===== src/design/cet_pkg.sv =====
// ----------------------------------------------------------------------------
// Completion event tracker package
// Shared codes, the command word that passes from the front to the back, the
// table record and the result word.
// ----------------------------------------------------------------------------
package cet_pkg;

	// Request modes.
	localparam logic [1:0] MODE_ARM   = 2'd0;
	localparam logic [1:0] MODE_DATA  = 2'd1;
	localparam logic [1:0] MODE_UNSIG = 2'd2;
	localparam logic [1:0] MODE_TEST  = 2'd3;

	// Result status codes.
	localparam logic [1:0] ST_OK       = 2'd0;
	localparam logic [1:0] ST_INTERNAL = 2'd1;
	localparam logic [1:0] ST_INVALID  = 2'd2;
	localparam logic [1:0] ST_DROPPED  = 2'd3;

	// Entry kinds.
	localparam logic [1:0] KIND_UNUSED = 2'd0;
	localparam logic [1:0] KIND_SEND   = 2'd1;
	localparam logic [1:0] KIND_RECV   = 2'd2;

	// The work id carries one request index per byte.
	localparam int unsigned BYTES_PER_WID = 8;

	// Depth of the internal queues; must be a power of two.
	localparam int unsigned QUEUE_DEPTH = 2;

	// Classified request as it travels from the front to the back.
	typedef struct packed {
		logic [1:0]               mode;
		logic [63:0]              work_id;
		logic [1:0]               dev_index;
		logic                     dev_ok;
		logic                     failed;
		logic                     with_immediate;
		logic [31:0]              imm_value;
		logic [7:0]               entry_index;
		logic                     eidx_ok;
		logic [BYTES_PER_WID-1:0] sub_ok;
		logic [1:0]               entry_kind;
		logic [3:0]               entry_batch;
		logic [7:0]               events_first;
		logic [7:0]               events_second;
		logic [31:0]              entry_size;
	} cmd_t;

	// One row of the request table.
	typedef struct packed {
		logic [1:0]  kind;
		logic [3:0]  batch;
		logic [7:0]  ev0;
		logic [7:0]  ev1;
		logic        fail;
		logic [31:0] size;
	} rec_t;

	// One result word.
	typedef struct packed {
		logic [1:0]  status;
		logic        done_res;
		logic        result_failed;
		logic [31:0] size_out;
	} res_t;

	// Pick request index number j out of a work id.
	function automatic logic [7:0] wid_byte(logic [63:0] wid, logic [2:0] j);
		return wid[{j, 3'b000} +: 8];
	endfunction

endpackage


===== src/design/cet_fifo.sv =====
// ----------------------------------------------------------------------------
// Small queue
// Register based first-in first-out queue with full and empty flags.
// ----------------------------------------------------------------------------
module cet_fifo #(
	parameter int unsigned WIDTH = 8
) (
	input  logic             clk,
	input  logic             arst_n,
	input  logic             push,
	input  logic [WIDTH-1:0] wdata,
	output logic             full,
	input  logic             pop,
	output logic [WIDTH-1:0] rdata,
	output logic             empty
);
	import cet_pkg::*;

	localparam int unsigned PTR_W = (QUEUE_DEPTH > 1) ? $clog2(QUEUE_DEPTH) : 1;
	localparam int unsigned CNT_W = $clog2(QUEUE_DEPTH + 1);

	logic [WIDTH-1:0] data_q [QUEUE_DEPTH];
	logic [PTR_W-1:0] wr_ptr_q;
	logic [PTR_W-1:0] rd_ptr_q;
	logic [CNT_W-1:0] count_q;
	logic             do_push;
	logic             do_pop;

	assign full    = (count_q == CNT_W'(QUEUE_DEPTH));
	assign empty   = (count_q == '0);
	assign do_push = push && !full;
	assign do_pop  = pop && !empty;
	assign rdata   = data_q[rd_ptr_q];

	// Storage needs no reset.
	always_ff @(posedge clk) begin
		if (do_push) begin
			data_q[wr_ptr_q] <= wdata;
		end
	end

	// Pointers and fill count.
	always_ff @(posedge clk or negedge arst_n) begin
		if (!arst_n) begin
			wr_ptr_q <= '0;
			rd_ptr_q <= '0;
			count_q  <= '0;
		end else begin
			if (do_push) begin
				wr_ptr_q <= wr_ptr_q + PTR_W'(1);
			end
			if (do_pop) begin
				rd_ptr_q <= rd_ptr_q + PTR_W'(1);
			end
			if (do_push && !do_pop) begin
				count_q <= count_q + CNT_W'(1);
			end else if (do_pop && !do_push) begin
				count_q <= count_q - CNT_W'(1);
			end
		end
	end

endmodule


===== src/design/cet_front.sv =====
// ----------------------------------------------------------------------------
// Completion event tracker front
// Accepts request words, runs the range checks on every index and device,
// and queues the classified commands for the back.
// ----------------------------------------------------------------------------
module cet_front #(
	parameter int unsigned NUM_REQUESTS = 32,
	parameter int unsigned NUM_DEVS     = 2
) (
	input  logic          clk,
	input  logic          arst_n,
	input  logic          push,
	output logic          full,
	input  logic [1:0]    mode,
	input  logic [63:0]   work_id,
	input  logic [1:0]    dev_index,
	input  logic          failed,
	input  logic          with_immediate,
	input  logic [31:0]   imm_value,
	input  logic [7:0]    entry_index,
	input  logic [1:0]    entry_kind,
	input  logic [3:0]    entry_batch,
	input  logic [7:0]    events_first,
	input  logic [7:0]    events_second,
	input  logic [31:0]   entry_size,
	input  logic          cmd_pop,
	output cet_pkg::cmd_t cmd,
	output logic          cmd_empty
);
	import cet_pkg::*;

	cmd_t                     cmd_in;
	logic [BYTES_PER_WID-1:0] sub_ok;

	// Each byte of the work id is checked against the table size.
	always_comb begin
		for (int j = 0; j < BYTES_PER_WID; j++) begin
			sub_ok[j] = ({1'b0, wid_byte(work_id, 3'(j))} < 9'(NUM_REQUESTS));
		end
	end

	// Assemble the classified command.
	always_comb begin
		cmd_in.mode           = mode;
		cmd_in.work_id        = work_id;
		cmd_in.dev_index      = dev_index;
		cmd_in.dev_ok         = ({1'b0, dev_index} < 3'(NUM_DEVS));
		cmd_in.failed         = failed;
		cmd_in.with_immediate = with_immediate;
		cmd_in.imm_value      = imm_value;
		cmd_in.entry_index    = entry_index;
		cmd_in.eidx_ok        = ({1'b0, entry_index} < 9'(NUM_REQUESTS));
		cmd_in.sub_ok         = sub_ok;
		cmd_in.entry_kind     = entry_kind;
		cmd_in.entry_batch    = entry_batch;
		cmd_in.events_first   = events_first;
		cmd_in.events_second  = events_second;
		cmd_in.entry_size     = entry_size;
	end

	// Command queue toward the back.
	cet_fifo #(
		.WIDTH($bits(cmd_t))
	) u_cmd_fifo (
		.clk   (clk),
		.arst_n(arst_n),
		.push  (push),
		.wdata (cmd_in),
		.full  (full),
		.pop   (cmd_pop),
		.rdata (cmd),
		.empty (cmd_empty)
	);

endmodule


===== src/design/cet_back.sv =====
// ----------------------------------------------------------------------------
// Completion event tracker back
// Holds the request table and carries out one command at a time, one table
// read-modify-write per cycle, and hands one result word per command.
// ----------------------------------------------------------------------------
module cet_back #(
	parameter int unsigned NUM_REQUESTS = 32,
	parameter int unsigned MAX_BATCH    = 8,
	parameter int unsigned NUM_DEVS     = 2
) (
	input  logic          clk,
	input  logic          arst_n,
	input  cet_pkg::cmd_t cmd,
	input  logic          cmd_empty,
	output logic          cmd_pop,
	input  logic          res_full,
	output logic          res_push,
	output cet_pkg::res_t res_data
);
	import cet_pkg::*;

	localparam int unsigned IDX_W = $clog2(NUM_REQUESTS);

	typedef enum logic [2:0] {
		S_IDLE = 3'b001,
		S_LOOK = 3'b010,
		S_STEP = 3'b100
	} state_t;

	state_t            state_q, state_d;
	cmd_t              cur_q, cur_d;
	logic [2:0]        j_q, j_d;
	logic [3:0]        batch_q, batch_d;

	rec_t              mem_q [NUM_REQUESTS];
	logic [NUM_REQUESTS-1:0] valid_q;
	rec_t              rd_q;
	logic              rd_valid_q;
	rec_t              rec;

	logic              mem_we;
	logic [IDX_W-1:0]  mem_wa;
	rec_t              mem_wd;
	logic              mem_re;
	logic [IDX_W-1:0]  mem_ra;

	logic              take_ok;
	rec_t              take_rec;
	rec_t              base_rec;
	logic              size_upd;
	logic              base_ok;
	rec_t              base_taken;
	logic [2:0]        j_next;
	logic [7:0]        cur_byte;

	// Entries never armed read as the reset record.
	assign rec = rd_valid_q ? rd_q : '0;

	// Taking one event off the record that was just read.
	always_comb begin
		take_rec = rec;
		take_ok  = cur_q.dev_ok &&
			(cur_q.dev_index[0] ? (rec.ev1 != 8'd0) : (rec.ev0 != 8'd0));
		if (cur_q.dev_index[0]) begin
			take_rec.ev1 = rec.ev1 - 8'd1;
		end else begin
			take_rec.ev0 = rec.ev0 - 8'd1;
		end
		take_rec.fail = rec.fail | cur_q.failed;
	end

	// Single entry path: the size may be recorded before the event is taken.
	always_comb begin
		size_upd = !cur_q.failed && cur_q.with_immediate && (rec.batch == 4'd1);
		base_rec = rec;
		if (size_upd) begin
			base_rec.size = cur_q.imm_value;
		end
		base_taken = base_rec;
		base_ok    = take_ok;
		if (cur_q.dev_index[0]) begin
			base_taken.ev1 = base_rec.ev1 - 8'd1;
		end else begin
			base_taken.ev0 = base_rec.ev0 - 8'd1;
		end
		base_taken.fail = base_rec.fail | cur_q.failed;
	end

	assign j_next   = j_q + 3'd1;
	assign cur_byte = wid_byte(cur_q.work_id, j_q);

	// Sequencer.
	always_comb begin
		state_d  = state_q;
		cur_d    = cur_q;
		j_d      = j_q;
		batch_d  = batch_q;
		cmd_pop  = 1'b0;
		res_push = 1'b0;
		res_data = '0;
		mem_we   = 1'b0;
		mem_wa   = '0;
		mem_wd   = rec;
		mem_re   = 1'b0;
		mem_ra   = '0;
		case (state_q)
			S_IDLE: begin
				if (!cmd_empty && !res_full) begin
					cmd_pop = 1'b1;
					cur_d   = cmd;
					case (cmd.mode)
						MODE_ARM: begin
							res_push = 1'b1;
							if (!cmd.eidx_ok) begin
								res_data.status = ST_INVALID;
							end else begin
								mem_we       = 1'b1;
								mem_wa       = cmd.entry_index[IDX_W-1:0];
								mem_wd.kind  = cmd.entry_kind;
								mem_wd.batch = cmd.entry_batch;
								mem_wd.ev0   = cmd.events_first;
								mem_wd.ev1   = cmd.events_second;
								mem_wd.fail  = 1'b0;
								mem_wd.size  = cmd.entry_size;
							end
						end
						MODE_TEST: begin
							if (!cmd.eidx_ok) begin
								res_push        = 1'b1;
								res_data.status = ST_INVALID;
							end else begin
								mem_re  = 1'b1;
								mem_ra  = cmd.entry_index[IDX_W-1:0];
								state_d = S_LOOK;
							end
						end
						MODE_DATA: begin
							if (!cmd.sub_ok[0]) begin
								res_push        = 1'b1;
								res_data.status = cmd.failed ? ST_INTERNAL : ST_DROPPED;
							end else begin
								mem_re  = 1'b1;
								mem_ra  = cmd.work_id[IDX_W-1:0];
								state_d = S_LOOK;
							end
						end
						MODE_UNSIG: begin
							if (!cmd.sub_ok[0]) begin
								res_push        = 1'b1;
								res_data.status = ST_INTERNAL;
							end else begin
								mem_re  = 1'b1;
								mem_ra  = cmd.work_id[IDX_W-1:0];
								state_d = S_LOOK;
							end
						end
						default: begin
						end
					endcase
				end
			end
			S_LOOK: begin
				state_d  = S_IDLE;
				res_push = 1'b1;
				case (cur_q.mode)
					MODE_TEST: begin
						mem_wa = cur_q.entry_index[IDX_W-1:0];
						if ((rec.ev0 == 8'd0) && ((NUM_DEVS < 2) || (rec.ev1 == 8'd0))) begin
							res_data.done_res      = 1'b1;
							res_data.result_failed = rec.fail;
							res_data.size_out      =
								(rec.kind inside {KIND_SEND, KIND_RECV}) ? rec.size : 32'd0;
							mem_we      = 1'b1;
							mem_wd.kind = KIND_UNUSED;
						end
					end
					MODE_UNSIG: begin
						mem_wa = cur_q.work_id[IDX_W-1:0];
						if (rec.kind == KIND_UNUSED) begin
							res_data.status = ST_INTERNAL;
						end else if (cur_q.failed) begin
							mem_we      = 1'b1;
							mem_wd.fail = 1'b1;
						end
					end
					MODE_DATA: begin
						mem_wa = cur_q.work_id[IDX_W-1:0];
						if (!cur_q.failed && cur_q.with_immediate &&
							rec.kind != KIND_SEND && rec.kind != KIND_RECV) begin
							// Immediate data on an entry that cannot receive.
							res_data.status = ST_DROPPED;
						end else if (rec.kind == KIND_UNUSED) begin
							res_data.status = ST_INTERNAL;
						end else if (rec.kind != KIND_SEND) begin
							// Single entry: the recorded size stands even if the event fails.
							mem_we          = base_ok || size_upd;
							mem_wd          = base_ok ? base_taken : base_rec;
							res_data.status = base_ok ? ST_OK : ST_INTERNAL;
						end else if (rec.batch == 4'd0 || rec.batch > 4'(MAX_BATCH)) begin
							res_data.status = ST_INTERNAL;
						end else if (!take_ok) begin
							res_data.status = ST_INTERNAL;
						end else begin
							// First batched entry is the head entry itself.
							mem_we = 1'b1;
							mem_wd = take_rec;
							if (rec.batch == 4'd1) begin
								res_data.status = ST_OK;
							end else if (!cur_q.sub_ok[1]) begin
								res_data.status = ST_INTERNAL;
							end else begin
								res_push = 1'b0;
								mem_re   = 1'b1;
								mem_ra   = cur_q.work_id[8 +: IDX_W];
								j_d      = 3'd1;
								batch_d  = rec.batch;
								state_d  = S_STEP;
							end
						end
					end
					default: begin
					end
				endcase
			end
			S_STEP: begin
				mem_wa = cur_byte[IDX_W-1:0];
				if (!take_ok) begin
					res_push        = 1'b1;
					res_data.status = ST_INTERNAL;
					state_d         = S_IDLE;
				end else begin
					mem_we = 1'b1;
					mem_wd = take_rec;
					if (({1'b0, j_q} + 4'd1) == batch_q) begin
						res_push        = 1'b1;
						res_data.status = ST_OK;
						state_d         = S_IDLE;
					end else if (!cur_q.sub_ok[j_next]) begin
						res_push        = 1'b1;
						res_data.status = ST_INTERNAL;
						state_d         = S_IDLE;
					end else begin
						mem_re = 1'b1;
						mem_ra = cur_q.work_id[{j_next, 3'b000} +: IDX_W];
						j_d    = j_next;
					end
				end
			end
			default: begin
				state_d = S_IDLE;
			end
		endcase
	end

	// Request table with a write-to-read bypass for back-to-back entries.
	always_ff @(posedge clk) begin
		if (mem_we) begin
			mem_q[mem_wa] <= mem_wd;
		end
		if (mem_re) begin
			rd_q <= (mem_we && mem_wa == mem_ra) ? mem_wd : mem_q[mem_ra];
		end
	end

	// Written marks for the table rows.
	always_ff @(posedge clk or negedge arst_n) begin
		if (!arst_n) begin
			valid_q    <= '0;
			rd_valid_q <= 1'b0;
		end else begin
			if (mem_we) begin
				valid_q[mem_wa] <= 1'b1;
			end
			if (mem_re) begin
				rd_valid_q <= (mem_we && mem_wa == mem_ra) || valid_q[mem_ra];
			end
		end
	end

	// Sequencer registers.
	always_ff @(posedge clk or negedge arst_n) begin
		if (!arst_n) begin
			state_q <= S_IDLE;
			j_q     <= '0;
			batch_q <= '0;
		end else begin
			state_q <= state_d;
			j_q     <= j_d;
			batch_q <= batch_d;
		end
	end

	// Current command holds payload only.
	always_ff @(posedge clk) begin
		cur_q <= cur_d;
	end

endmodule


===== src/design/rdma_completion_event_tracker.sv =====
// ----------------------------------------------------------------------------
// Completion event tracker
// Tracks outstanding transfer requests: arm, data completion, unsignaled
// completion and test, each answered by one result word.
//
// Usage: request words enter through push/full; a word is taken on a clock
// edge with push high and full low. Results leave in order through
// empty/pop; the oldest word sits on the result ports while empty is low and
// is taken on an edge with pop high. Two-word queues sit on both sides, so
// the input keeps accepting while results wait to be taken.
// Sequence: arm and requests whose first index is out of range finish in the
// back's idle state; test, unsignaled and single-entry completions go on to a
// table lookup; a batched send then steps through the rest of its batch (up to
// eight entries), one table read-modify-write per batched entry.
// Reset clears the queues and marks every table row as never armed, so it
// reads as unused with zero counts; no clearing pass is needed.
// When the result queue is full the back holds its next command; once the
// command queue fills too, full rises and holds off the sender.
// ----------------------------------------------------------------------------
module rdma_completion_event_tracker #(
	parameter int unsigned NUM_REQUESTS = 32,
	parameter int unsigned MAX_BATCH    = 8,
	parameter int unsigned NUM_DEVS     = 2
) (
	input  logic        clk,
	input  logic        arst_n,
	input  logic        push,
	output logic        full,
	input  logic [1:0]  mode,
	input  logic [63:0] work_id,
	input  logic [1:0]  dev_index,
	input  logic        failed,
	input  logic        with_immediate,
	input  logic [31:0] imm_value,
	input  logic [7:0]  entry_index,
	input  logic [1:0]  entry_kind,
	input  logic [3:0]  entry_batch,
	input  logic [7:0]  events_first,
	input  logic [7:0]  events_second,
	input  logic [31:0] entry_size,
	output logic        empty,
	input  logic        pop,
	output logic [1:0]  status,
	output logic        done_res,
	output logic        result_failed,
	output logic [31:0] size_out
);
	import cet_pkg::*;

	cmd_t cmd;
	logic cmd_empty;
	logic cmd_pop;
	logic res_full;
	logic res_push;
	res_t res_in;
	res_t res_out;

	// Front: checks and command queue.
	cet_front #(
		.NUM_REQUESTS(NUM_REQUESTS),
		.NUM_DEVS    (NUM_DEVS)
	) u_front (
		.clk           (clk),
		.arst_n        (arst_n),
		.push          (push),
		.full          (full),
		.mode          (mode),
		.work_id       (work_id),
		.dev_index     (dev_index),
		.failed        (failed),
		.with_immediate(with_immediate),
		.imm_value     (imm_value),
		.entry_index   (entry_index),
		.entry_kind    (entry_kind),
		.entry_batch   (entry_batch),
		.events_first  (events_first),
		.events_second (events_second),
		.entry_size    (entry_size),
		.cmd_pop       (cmd_pop),
		.cmd           (cmd),
		.cmd_empty     (cmd_empty)
	);

	// Back: request table and sequencer.
	cet_back #(
		.NUM_REQUESTS(NUM_REQUESTS),
		.MAX_BATCH   (MAX_BATCH),
		.NUM_DEVS    (NUM_DEVS)
	) u_back (
		.clk      (clk),
		.arst_n   (arst_n),
		.cmd      (cmd),
		.cmd_empty(cmd_empty),
		.cmd_pop  (cmd_pop),
		.res_full (res_full),
		.res_push (res_push),
		.res_data (res_in)
	);

	// Result queue toward the receiver.
	cet_fifo #(
		.WIDTH($bits(res_t))
	) u_res_fifo (
		.clk   (clk),
		.arst_n(arst_n),
		.push  (res_push),
		.wdata (res_in),
		.full  (res_full),
		.pop   (pop),
		.rdata (res_out),
		.empty (empty)
	);

	assign status        = res_out.status;
	assign done_res      = res_out.done_res;
	assign result_failed = res_out.result_failed;
	assign size_out      = res_out.size_out;

endmodule

===== config.mk =====
export PLATFORM = sky130hd
export DESIGN_NAME = rdma_completion_event_tracker
export DESIGN_NICKNAME = d
export VERILOG_FILES = /design/src/design/cet_pkg.sv /design/src/design/cet_fifo.sv /design/src/design/cet_front.sv /design/src/design/cet_back.sv /design/src/design/rdma_completion_event_tracker.sv
export SDC_FILE = /design/constraint.sdc
export NUM_CORES = 2
export LEC_CHECK = 0
export ABC_AREA = 1
export BUFFER_PORTS_ARGS = -buffer_cell sky130_fd_sc_hd__buf_2
export CAP_MARGIN = 20
export CORE_MARGIN = 10
export CORE_UTILIZATION = 36
export CTS_CLUSTER_DIAMETER = 100
export DETAILED_ROUTE_END_ITERATION = 8
export PLACE_DENSITY = 0.5
export SLEW_MARGIN = 40
export SYNTH_ARGS = -nofsm -noshare
export SYNTH_HDL_FRONTEND = slang
export SYNTH_HIERARCHICAL = 1
export SYNTH_SLANG_ARGS = --single-unit

===== constraint.sdc =====
create_clock -name clk -period 11.86 [get_ports clk]
set_input_delay 3.558 -clock clk [delete_from_list [all_inputs] [get_ports clk]]
set_output_delay 3.558 -clock clk [all_outputs]
set_load 0.01 [all_outputs]

* After elaboration in Yosys (flattened, before gate mapping)
Memories as Yosys holds them, arrays and structs flattened. A register that Yosys moved wholly into a read port is not among the register bits.
Cells that the tools add are included.
** Storage, ports and cells
- Input port bits :: 168
- Latch bits :: 0
- Bits in writable memories :: 2180
- Output and inout bits :: 38
- Register bits :: 166
- ROM bits :: 0
- Word-level logic and storage cells :: 298
- Memories :: 3
** Memories
- u_back.mem_q :: depth 32, width 55, read ports 1, clocked after memory_dff 1, wr ports 1, RTL line cet_back.sv:35 : rec_t mem_q [NUM_REQUESTS];
- u_front.u_cmd_fifo.data_q :: depth 2, width 174, read ports 1, clocked after memory_dff 0, wr ports 1, RTL line cet_fifo.sv:22 : logic [WIDTH-1:0] data_q [QUEUE_DEPTH];
- u_res_fifo.data_q :: depth 2, width 36, read ports 1, clocked after memory_dff 0, wr ports 1, RTL line cet_fifo.sv:22
** Operators by class
- Divide/modulo/power cells :: 0
- Eq/ne operators :: 34
- Shift-type cells :: 2
- Bitwise gates (word level) :: 7
- Multiplexer cells :: 156
- Reduce and logical (&&, ||, !) cells :: 49
- Multiply operators :: 0
- Add/sub/neg operators :: 12
- Order comparisons :: 15
** Operator list (number)
- 2-to-1 mux 49 bit :: 6
- 2-to-1 mux 55 bit :: 4
- one-hot mux 55 bit (3 select lines) :: 1
- variable part select 64 x 7 -> 5 bit :: 2
- 2-to-1 mux 34 bit :: 3
- 2-to-1 mux 32 bit :: 3
- 2-to-1 mux 5 bit :: 16
- 2-to-1 mux 3 bit :: 25
- less-than comparator 8 x 6 -> 1 bit (second input constant) :: 9
- 2-to-1 mux 1 bit :: 57
- 2-to-1 mux 2 bit :: 17
- OR 32 bit :: 1
- one-hot mux 5 bit (3 select lines) :: 2
- one-hot mux 5 bit (2 select lines) :: 2
- logical AND 1 bit :: 17
- logical NOT 8 bit :: 2
- 2-to-1 mux 16 bit :: 1
- 2-to-1 mux 8 bit :: 2
- inequality test 2 bit (second input constant) :: 8
- nonzero test 8 bit :: 2
- subtractor 8 x 1 -> 8 bit (second input constant) :: 2
- one-hot mux 1 bit (3 select lines) :: 5
- == test 2 bit (second input constant) :: 7
- less-than comparator 5 x 6 -> 1 bit (second input constant) :: 2
- other kinds (40) :: 79

* Depth between registers and ports, before layout
- Word-level depth :: 16
- Gate-level depth with buffers :: 26
- Mapped depth without buffers :: 21

* Cells and area by module
The synthesis kept the hierarchy.
** By module, submodules not included
- cet_back :: seq. area each 58312.2 sq um, times used 1, cells an instance 7602, area each 84244.5 sq um
- cet_fifo (u_front.u_cmd_fifo) :: seq. area each 10550.1 sq um, times used 1, cells an instance 941, area each 12961.2 sq um
- cet_fifo (u_res_fifo) :: seq. area each 2262.2 sq um, times used 1, cells an instance 219, area each 2846.5 sq um
- cet_front :: seq. area each 0.0 sq um, times used 1, cells an instance 37, area each 161.4 sq um

* Worst setup path before layout
OpenSTA, ideal clock, no wires.
- Path type :: in2reg
- Start point :: input port push
- End point :: memory u_front/u_cmd_fifo/data_q[1][0] in the netlist's numbering (enable)
- Slack :: 268 ps
- Stages :: 2
- Arrival :: 10881 ps
- Path buffers :: 0
- Required time :: 11150 ps
- Library setup time :: 710 ps
- Path through :: o21ai_0 -> nor2_1
** Between the ends
- Word-level cells in the longest chain between the ends :: 3
** RTL lines
- start, declared :: RTL line rdma_completion_event_tracker.sv:27 : input logic push,
- logical AND 1 bit :: RTL line cet_fifo.sv:31 : assign do_push = push && !full;
- 2-to-1 mux 1 bit :: RTL line cet_fifo.sv:37 : if (do_push) begin
- 2-to-1 mux 1 bit (implied by the code) :: RTL line cet_fifo.sv:38 : data_q[wr_ptr_q] <= wdata;
- end, declared :: RTL line cet_fifo.sv:22
Every way passes these cells.

* Worst setup path in the final report
- Start point :: register u_back.j_q[1]
- End point :: register u_back/rd_q[30] (netlist name)
** Between the ends
- Word-level cells in the longest chain between the ends :: 7
- Elaborated cells between the ends (all ways) :: 14
- Those cells by class :: 2 x add/sub; 1 x eq/ne; 1 x shift; 10 x mux
** RTL lines
- start, declared :: RTL line cet_back.sv:32 : logic [2:0] j_q, j_d;
- start signal, assigned :: RTL line cet_back.sv:288 : j_q <= j_d;
- parallel branches: the longest is 7 deep, another holds adder 3 x 1 -> 3 bit
Parallel ways; which one is timed is not known. The select of a mux whose other input is x is not followed.
A chain may end at the register's enable or synchronous reset.

==> impl_results.md <==
- R2r startpoint: u_back/j_q[1]$_DFFE_PN0P_
- Critical Path Most Common Cell: nand3_1
- Bufs on Longest Clock Path: 4
- Routed Antenna Nets: 0
- PD cells: 228 nW/um^2
- Largest stage delay, worst path: 0.84 ns
- Mapped Nets: 8846
- Setup WS pre-CTS: 4.85 ns
- Worst R2R Setup Slack: 4.81 ns
- Total core area: 271000 um^2
- Fin Clk Skew: 0.0721 ns
- R2r endpoint: u_back/rd_q[30]$_DFFE_PP_
- Final Worst Setup Slack: 4.81 ns
- Final Net Count: 8992
- Synth warnings: 6
- Max Freq: 142 MHz
- Final setup vio count: 0
- Slew margin rel.: 37.0%
- Vias in the first global route: 62691
- Crit path cell chain: ha_1, inv_1, nand2_1, nand3_1, nand2_1, nor2_2, nand3_4, buf_4, nand2_8, inv_8, buf_4, buf_4, nand2_1, nand3_1, nand3_1, nand3_1, nand3_1, nand3_1, nand2_1
- HP Class: register to register
- Filler cells: 25568
- Cell count along the critical path: 19
- Peak supply drop: 0.000172 V
- Clock Tree Root: clkbuf_16
- Via count: 65399
- DRC viols: 0
- DR iter-0 viols: 6502
- Total grt overflow: 0
- GP Congestion: 0.827
- # port buffers: 205
- Die area: 294000 um^2
- CTS-repair resized insts: 0
- Setup TNS: 0 ns
- Clock Pin Slew Worst Setup and Hold Paths: 0.06 ns
- Via density: 5.20
- Period utilization: 59.5%
- Htree depth: 4
- First-pass GRT wire length: 444000 um
- Sink Count: 2321
- First-pass DRT Iterations: 6
- Die width: 542 um
- Starting density of the core: 36.2%
- Max Cap Violations: 0
- Mapped Avg Cell Area: 11.3 um^2
- Initial antenna violation count: 13
- Share of layout cells above drive strength 1: 9.49%
- CP required: 12.53 ns
- Row count: 191
- Cells after Synth: 8659
- Placed cells: 12123
- Crit path max-delay family: buffers and inverters
- WP buf/inv: 5
- FF-to-FF path depth: 19
- Synthesized area: 98200 um^2
- Fin. max-slew vios: 0
- Clock insertion delay at the later pin of the skew report: 0.92 ns
- CP max stage cell: ha_1
- CTS tree: built
- Layout Cells excl Fill: 12569
- Worst setup SP type: register
- Area Growth Syn to Fin: 13.5%
- Worst Setup SP: u_back/j_q[1]$_DFFE_PN0P_
- GRT Total Usage: 20.1%
- Setup CP Type: register to register
- Crit-path max FO: 109
- Wire per inst: 24.3 um
- Detailed Route WL: 306000 um
- Leak Pwr: 42.0 nW
- Period minus WS final: 7.05 ns
- Total CTS buffers: 243
- Postcts setup bufs: 0
- Placed wire-length estimate: 164000 um
- Die H: 542 um
- Least-Margin Pin Slew: 0.945 ns
- Num ports: 206
- Outcome: completed
- RSZ-0062 raised after global routing: false
- CP endpoint kind: register
- Final hold vios: 0
- Worst Path Arrival: 7.72 ns
- Post-CTS Hold Fix Bufs: 0
- CP Capture Point: u_back/rd_q[30]$_DFFE_PP_
- Placement-stage cell area: 104000 um^2
- Post-Layout Inst Area: 111000 um^2
- Largest net degree at the start of global routing: 183
==> area by class of cell <==
type / instances / area (um^2) / area share (%)
tap: 3570 / 4470 / 4.01
inverter: 967 / 3680 / 3.30
sequential: 2321 / 69400 / 62.3
timing repair buffer: 396 / 3240 / 2.91
clock buffer: 324 / 6460 / 5.79
multi-input combinational: 4876 / 23300 / 20.9
antenna: 6 / 15.0 / 0.0135
clock inverter: 109 / 896 / 0.804
==> per-stage QoR <==
step,utilization [%],total power (W),hold slack (ns)
final,41.1,0.0254,0.457
after global routing,41.1,0.0266,0.471
after CTS,41.0,0.0256,0.455
after detailed placement,38.3,0.0183,0.438
after global placement,38.0,0.0181,0.437
after floorplan,-,0.0155,0.422
==> cells in the final DEF, fill, tap and decap left out, types with 6 or more instances in the layout <==
master,n
clkbuf_1,75
diode_2,6
buf_8,20
nand3b_1,51
or2_2,11
buf_16,17
inv_4,9
nor2_1,106
o21ai_2,17
inv_2,9
nand2_2,9
nand2_1,2687
edfxtp_1,2270
ha_1,19
bufinv_16,14
o21ai_0,156
nand3_1,1144
nor2_4,33
a21oi_1,41
inv_1,941
clkbuf_16,244
nor3_1,7
clkinv_2,31
o211ai_1,448
buf_6,41
xor2_1,11
dfrtp_1,48
buf_4,102
a31oi_1,6
nand4_1,11
nor2_2,18
buf_12,11
a22oi_1,29
o21ai_4,13
buf_2,205
or2_1,7
clkinv_1,59
==> state kept, by name (all words and copies together) (netlist names) <==
register                     cells
u_back/rd_valid_q                1
u_back/cur_q                    91
u_back/valid_q                  32
u_res_fifo/count_q               2
u_res_fifo/wr_ptr_q              1
u_res_fifo/data_q               72
u_back/batch_q                   4
u_back/j_q                       3
u_back/mem_q                  1760
u_front/u_cmd_fifo/rd_ptr_q      1
u_front/u_cmd_fifo/data_q      292
u_res_fifo/rd_ptr_q              1
u_front/u_cmd_fifo/wr_ptr_q      1
u_front/u_cmd_fifo/count_q       2
u_back/rd_q                     55
u_back/state_q                   3
==> worst min path at each step <==
stage,startpoint,endpoint,slack [ns],cells past startpoint
6_report,u_back/valid_q[19]$_DFFE_PN0P_,u_back/valid_q[19]$_DFFE_PN0P_,0.46,2
5_1_grt,u_front/u_cmd_fifo/data_q[0][102]$_DFFE_PP_,u_back/cur_q[102]$_DFFE_PP_,0.47,2
4_1_cts,u_back/valid_q[23]$_DFFE_PN0P_,u_back/valid_q[23]$_DFFE_PN0P_,0.45,2
3_5_place_dp,u_back/valid_q[23]$_DFFE_PN0P_,u_back/valid_q[23]$_DFFE_PN0P_,0.44,2
3_3_place_gp,u_back/valid_q[17]$_DFFE_PN0P_,u_back/valid_q[17]$_DFFE_PN0P_,0.44,2
2_1_floorplan,u_back/valid_q[19]$_DFFE_PN0P_,u_back/valid_q[19]$_DFFE_PN0P_,0.42,2
==> per-layer routing <==
metal | GRT usage [%] | share of wire, % | up-vias
met5 | 0 | 0.032 | -
met4 | 5.67 | 2.9 | 14
met3 | 2.58 | 6.1 | 451
met2 | 33.4 | 48 | 2213
met1 | 27.8 | 43 | 32714
li1 | - | - | 30007
==> worst reg2reg max path, stage by stage (launching register included) <==
cell     delay [ns]
dfrtp_1        0.66
ha_1           0.84
inv_1          0.30
nand2_1        0.13
nand3_1        0.09
nand2_1        0.14
nor2_2         0.10
nand3_4        0.09
buf_4          0.61
nand2_8        0.69
inv_8          0.77
buf_4          0.86
buf_4          0.79
nand2_1        0.18
nand3_1        0.12
nand3_1        0.11
nand3_1        0.14
nand3_1        0.09
nand3_1        0.11
nand2_1        0.07
==> report_power, final <==
group	total (W)	internal, W	leakage, nW	switching, W
Sequential	0.0113	0.0111	21.6	0.000293
Clock	0.00725	0.00409	3.58	0.00316
Combinational	0.00682	0.00161	16.8	0.00521
Note: power is estimated with default switching activity, not from simulation.
